--- config.mk ---
export PLATFORM = sky130hd
export DESIGN_NAME = half_float_add_sub
export DESIGN_NICKNAME = d
export VERILOG_FILES = /design/src/hw/rtl/hfas_pkg.sv /design/src/hw/rtl/half_float_add_sub.sv
export SDC_FILE = /design/constraint.sdc
export NUM_CORES = 1
export LEC_CHECK = 0
export ABC_AREA = 0
export BUFFER_PORTS_ARGS = -buffer_cell sky130_fd_sc_hd__buf_2
export CORE_MARGIN = 5
export CORE_UTILIZATION = 25
export DETAILED_ROUTE_END_ITERATION = 10
export PLACE_DENSITY = 0.38
export SLEW_MARGIN = 20
export SYNTH_ARGS = -nofsm -noshare
export SYNTH_HDL_FRONTEND = slang
export SYNTH_SLANG_ARGS = --single-unit
--- constraint.sdc ---
create_clock -name clk -period 10.1 [get_ports clk]
set_input_delay 0.505 -clock clk [delete_from_list [all_inputs] [get_ports clk]]
set_output_delay 0.505 -clock clk [all_outputs]
set_load 0.01 [all_outputs]
--- src/hw/rtl/hfas_pkg.sv ---
// ----------------------------------------------------------------------------
// hfas_pkg: shared constants for the half-precision adder/subtractor
// field positions and masks of the binary16 word
// ----------------------------------------------------------------------------
package hfas_pkg;
	localparam int unsigned WordW = 16;
	localparam int unsigned ExpW  = 5;
	localparam int unsigned FracW = 10;
	localparam int unsigned SigW  = FracW + 1;
	localparam logic [WordW-1:0] SignBit  = 16'h8000;
	localparam logic [FracW-1:0] FracMask = 10'h3FF;
	localparam logic FuncAdd = 1'b0;
	localparam logic FuncSub = 1'b1;
endpackage

--- src/hw/rtl/half_float_add_sub.sv ---
// ----------------------------------------------------------------------------
// half_float_add_sub: truncating binary16 adder/subtractor
// aligns, adds, normalizes and packs two half-precision words per request
// ----------------------------------------------------------------------------
// a request passes through the input register, then the result register
// throughput: one request per cycle while the output is not stalled;
// a stalled result holds both stages
// reset clears the valid flags only; data registers are not reset
module half_float_add_sub
	import hfas_pkg::*;
(
	input  logic        clk,
	input  logic        arst_n,
	input  logic        in_valid,
	output logic        in_stall,
	input  logic        func,
	input  logic [15:0] x_bits,
	input  logic [15:0] y_bits,
	output logic        out_valid,
	input  logic        out_stall,
	output logic [15:0] sum_bits
);
	// stage one: registered request
	logic        valid_s1;
	logic [15:0] x_s1, y_s1;
	// stage two: result register
	logic        valid_s2;
	logic [15:0] sum_s2;

	logic adv_s2, adv_s1;
	// result register takes a new word when empty or being drained
	assign adv_s2   = !valid_s2 || !out_stall;
	assign adv_s1   = !valid_s1 || adv_s2;
	assign in_stall = !adv_s1;

	always_ff @(posedge clk or negedge arst_n) begin
		if (!arst_n) begin
			valid_s1 <= 1'b0;
		end else if (adv_s1) begin
			valid_s1 <= in_valid;
		end
	end

	// negate second operand on subtract, keep 0x0000 positive
	always_ff @(posedge clk) begin
		if (adv_s1 && in_valid) begin
			x_s1 <= x_bits;
			y_s1 <= (func == FuncSub && y_bits != '0) ? (y_bits ^ SignBit) : y_bits;
		end
	end

	// combinational datapath
	logic [ExpW-1:0]  xe, ye, e_big, diff;
	logic signed [SigW:0] xv, yv, a_big, a_small, sh;
	logic signed [SigW+1:0] s;
	logic             neg;
	logic [SigW:0]    mag;
	logic [3:0]       lead;
	logic [FracW-1:0] frac;
	logic [ExpW-1:0]  e_out;
	logic [15:0]      res;
	logic [SigW:0]    norm;

	always_comb begin
		xe = x_s1[14:10];
		ye = y_s1[14:10];
		xv = x_s1[15] ? -$signed({2'b01, x_s1[9:0]}) : $signed({2'b01, x_s1[9:0]});
		yv = y_s1[15] ? -$signed({2'b01, y_s1[9:0]}) : $signed({2'b01, y_s1[9:0]});
		if (xe < ye) begin
			a_big = yv; a_small = xv; e_big = ye; diff = ye - xe;
		end else begin
			a_big = xv; a_small = yv; e_big = xe; diff = xe - ye;
		end
		// arithmetic shift saturates at sign fill for large distances
		sh  = a_small >>> diff;
		s   = {a_big[SigW], a_big} + {sh[SigW], sh};
		neg = s[SigW+1];
		mag = s[SigW:0];
		if (neg) mag = (~s[SigW:0]) + 1'b1;
		// leading-one search over the 12-bit magnitude
		lead = 4'd0;
		for (int i = 0; i <= SigW; i++) begin
			if (mag[i]) lead = 4'(i);
		end
		if (lead == 4'd11) begin
			norm  = mag >> 1;
			e_out = e_big + 5'd1;
		end else begin
			norm  = mag << (4'd10 - lead);
			e_out = e_big - 5'(4'd10 - lead);
		end
		frac = norm[FracW-1:0] & FracMask;
		if (x_s1 == '0) begin
			res = y_s1;
		end else if (y_s1 == '0) begin
			res = x_s1;
		end else if ((x_s1[15] != y_s1[15]) && (x_s1[14:0] == y_s1[14:0])) begin
			res = '0;
		end else if (mag == '0) begin
			res = '0;
		end else begin
			res = {neg, e_out, frac};
		end
	end

	always_ff @(posedge clk or negedge arst_n) begin
		if (!arst_n) begin
			valid_s2 <= 1'b0;
		end else if (adv_s2) begin
			valid_s2 <= valid_s1;
		end
	end

	always_ff @(posedge clk) begin
		if (adv_s2 && valid_s1) begin
			sum_s2 <= res;
		end
	end

	assign out_valid = valid_s2;
	assign sum_bits  = sum_s2;

`ifndef SYNTHESIS
	// stalled result stays put
	a_hold: assert property (@(posedge clk) disable iff (!arst_n)
		out_valid && out_stall |=> out_valid && $stable(sum_bits))
		else $error("result changed under stall");
	// a request in stage one reaches the result register once it moves
	a_flow: assert property (@(posedge clk) disable iff (!arst_n)
		valid_s1 && adv_s2 |=> valid_s2)
		else $error("request lost between stages");
	// input is only stalled when both stages are full
	a_stall: assert property (@(posedge clk) disable iff (!arst_n)
		in_stall |-> valid_s1 && valid_s2 && out_stall)
		else $error("spurious input stall");
`endif
endmodule
==> run metrics <==
critical path fanouts, max=31; Worst Setup Start Kind=register; root buf cell=clkbuf_16; Synth Area in XOR/XNOR=0.0861; largest net degree at the start of global routing=33; DR iter-0 viols=405; complex-gate fraction of the synthesized area=0.239; Final Max Tran Viols=0; via/cell ratio=5.18; crit path DAT=8750 ps; I/O Buffers=54; Chip Height=164 um; vias in the first global route=5228; First-pass DRT Iterations=5; Worst-path clk slew=80 ps; most frequent cells in the layout=54 x buf_2, 51 x nand2_1, 51 x mux2i_1; synthesis warning total=0; cell area power density=405 mW/mm^2; Netlist cell types=86; Max-Cap Viols=0; worst setup path class=reg2reg; global-route wire length before repair=30500 um; layout cells sized above 1=0.178; latest clock arrival within the worst-skew pair=310 ps; # diodes=0; area share of fa/ha/maj cells after synthesis=0.0827; WL per Instance=19.2 um; IO Pins=55; Seq cells post-synth=50; Final period util=0.861; Worst VDD drop=0.182 mV; asr flop ratio synth=0.0400; Main synth FF type=edfxtp_1; Mapped Nets=744; RSZ-0062 raised after global routing=no; Post-synth EDFFs=48; pre-CTS setup slack=1470 ps; initial core utilization=0.254; Die X=164 um; Mapped Cells=670; Area Overhead vs Synth=12.5%; worst-margin pin slew=999 ps; clock sinks=50; Critical-path top delay cell=xnor2_1; CP top delay family=adder cells; Synth Area in Simple Gates=0.162; DR vias=5301; clock skew=9.37 ps; Syn Area/Cell=8.89 sq um; WL final=19600 um; DRC violations left=0; initial antenna violation count=0; CTS tree=built; DIE AREA=0.0270 sq mm; status=finished, final reports clean; Post-Syn Area=0.00596 sq mm; NumNets Final=777; Achievable Freq=115 MHz; sequential share of the synthesized area=0.250; multiplexer area fraction after synthesis=0.127; Post-DRT Antenna Nets=0; Largest stage delay, worst path=640 ps; Slew headroom=0.332; final worst slack=1400 ps; CP required=10160 ps; leak pwr=2.65 nW; total track usage=0.145; total global routing overflow=0; routability cong.=0.910; commonest non-fill, non-tap cell in the layout=buf_2; setup TNS=0 ps; Clock Tree Buf Depth=2; Final min period=8700 ps; worst hold-check path type=in2reg; CTS Buf Count=5; post-DP HPWL=15900 um; largest family of logic cells by synthesized area=compound AO/OA/AOI/OAI gates; final hold vios=0; Crit. End Element=register; Final Setup Violations=0; Core Area=0.0235 sq mm; crit-path most repeated cell=ha_1; post-CTS setup buffers=0; H-Tree Depth=2; Core Rows=56; crit path buf inv count=5
[repair_timing]
action	4_1_cts	5_1_grt
resized for setup	0	0
hold buffers	1	0
hold endpoints to repair	2	0
[cell usage after synthesis (8+ instances only)]
master / number / share of area
a211oi_1: 10 / 0.013
a21oi_1: 48 / 0.040
buf_2: 11 / 0.0092
clkbuf_1: 15 / 0.0094
edfxtp_1: 48 / 0.24
ha_1: 33 / 0.069
inv_1: 38 / 0.024
mux2_2: 12 / 0.023
mux2i_1: 51 / 0.086
nand2_1: 51 / 0.032
nand3_1: 8 / 0.0067
nor2_1: 46 / 0.029
nor2b_1: 10 / 0.010
nor3_1: 16 / 0.013
nor4_1: 12 / 0.013
o21a_1: 9 / 0.011
o21ai_0: 37 / 0.031
xnor2_1: 18 / 0.026
xor2_1: 30 / 0.044
[state kept, by name (all words and copies together) (netlist names)]
| register | flops |
|---|---|
| sum_bits | 16 |
| x_s1 | 16 |
| y_s1 | 16 |
| out_valid | 1 |
| valid_s1 | 1 |
[worst reg2reg max path, delay by kind of cell, from the launching register on]
family	cells	cell delay, ps
flops	1	480
xor+xnor	3	1270
buf+inv	5	950
fa+ha+maj	6	1930
simple gates	9	1720
compound gates	10	1780
mux	2	330
[path summary, 6_finish.rpt]
kind	startpoint	end	slack, ps	depth (start not counted)
max	x_s1[11]	sum_bits[14]	1400	35
min	x_bits[1]	x_s1[1]	370	1
max reg2reg	x_s1[11]	sum_bits[14]	1400	35
min reg2reg	valid_s1	out_valid	490	1
max in group asynchronous	arst_n	valid_s1	9480	2
min in group asynchronous	arst_n	out_valid	520	2
[power breakdown]
group          switching, mW  leakage (nW)  internal, mW
logic                   1.31          2.08         0.853
registers             0.0259         0.484         0.320
clock network         0.0903        0.0842         0.118
[per-layer routing]
metal | wire length [um] | vias up | part of all wire | global-route usage
li1 | - | 2564 | - | -
met1 | 9560 | 2583 | 0.49 | 0.212
met2 | 8990 | 139 | 0.46 | 0.231
met3 | 819 | 15 | 0.042 | 0.0172
met4 | 262 | 0 | 0.013 | 0.0302
met5 | 0 | - | 0 | 0
[through the flow]
stage	utilization	instances	total power [mW]	hold WS (ps)	instance area [sq um]
after detailed placement	0.278	1014	2.49	295	6520
after floorplan	-	670	1.96	209	5960
final	0.286	1023	2.71	366	6700
after global routing	0.286	1023	2.94	357	6700
after CTS	0.286	1023	2.72	353	6700
after global placement	0.278	1014	2.51	290	6520
[kinds of logic after synthesis]
| logic type | count (synthesis) |
|---|---|
| adders and majority gates | 37 |
| xor gates and xnor gates | 53 |
| AOI/OAI and AO/OA | 196 |
| and+or+nand+nor | 191 |
| muxes | 68 |
| DFF | 50 |
| buffers and inverters | 75 |
[layout make-up]
type | count | area [sq um]
inverter | 40 | 153
multi-input combinational | 545 | 4170
clock inverter | 3 | 43.8
fill | 2562 | 16800
timing repair buffer | 61 | 325
sequential | 50 | 1490
tap | 319 | 399
clock buffer | 5 | 125
No activity file was read; power rests on OpenSTA's default activity.
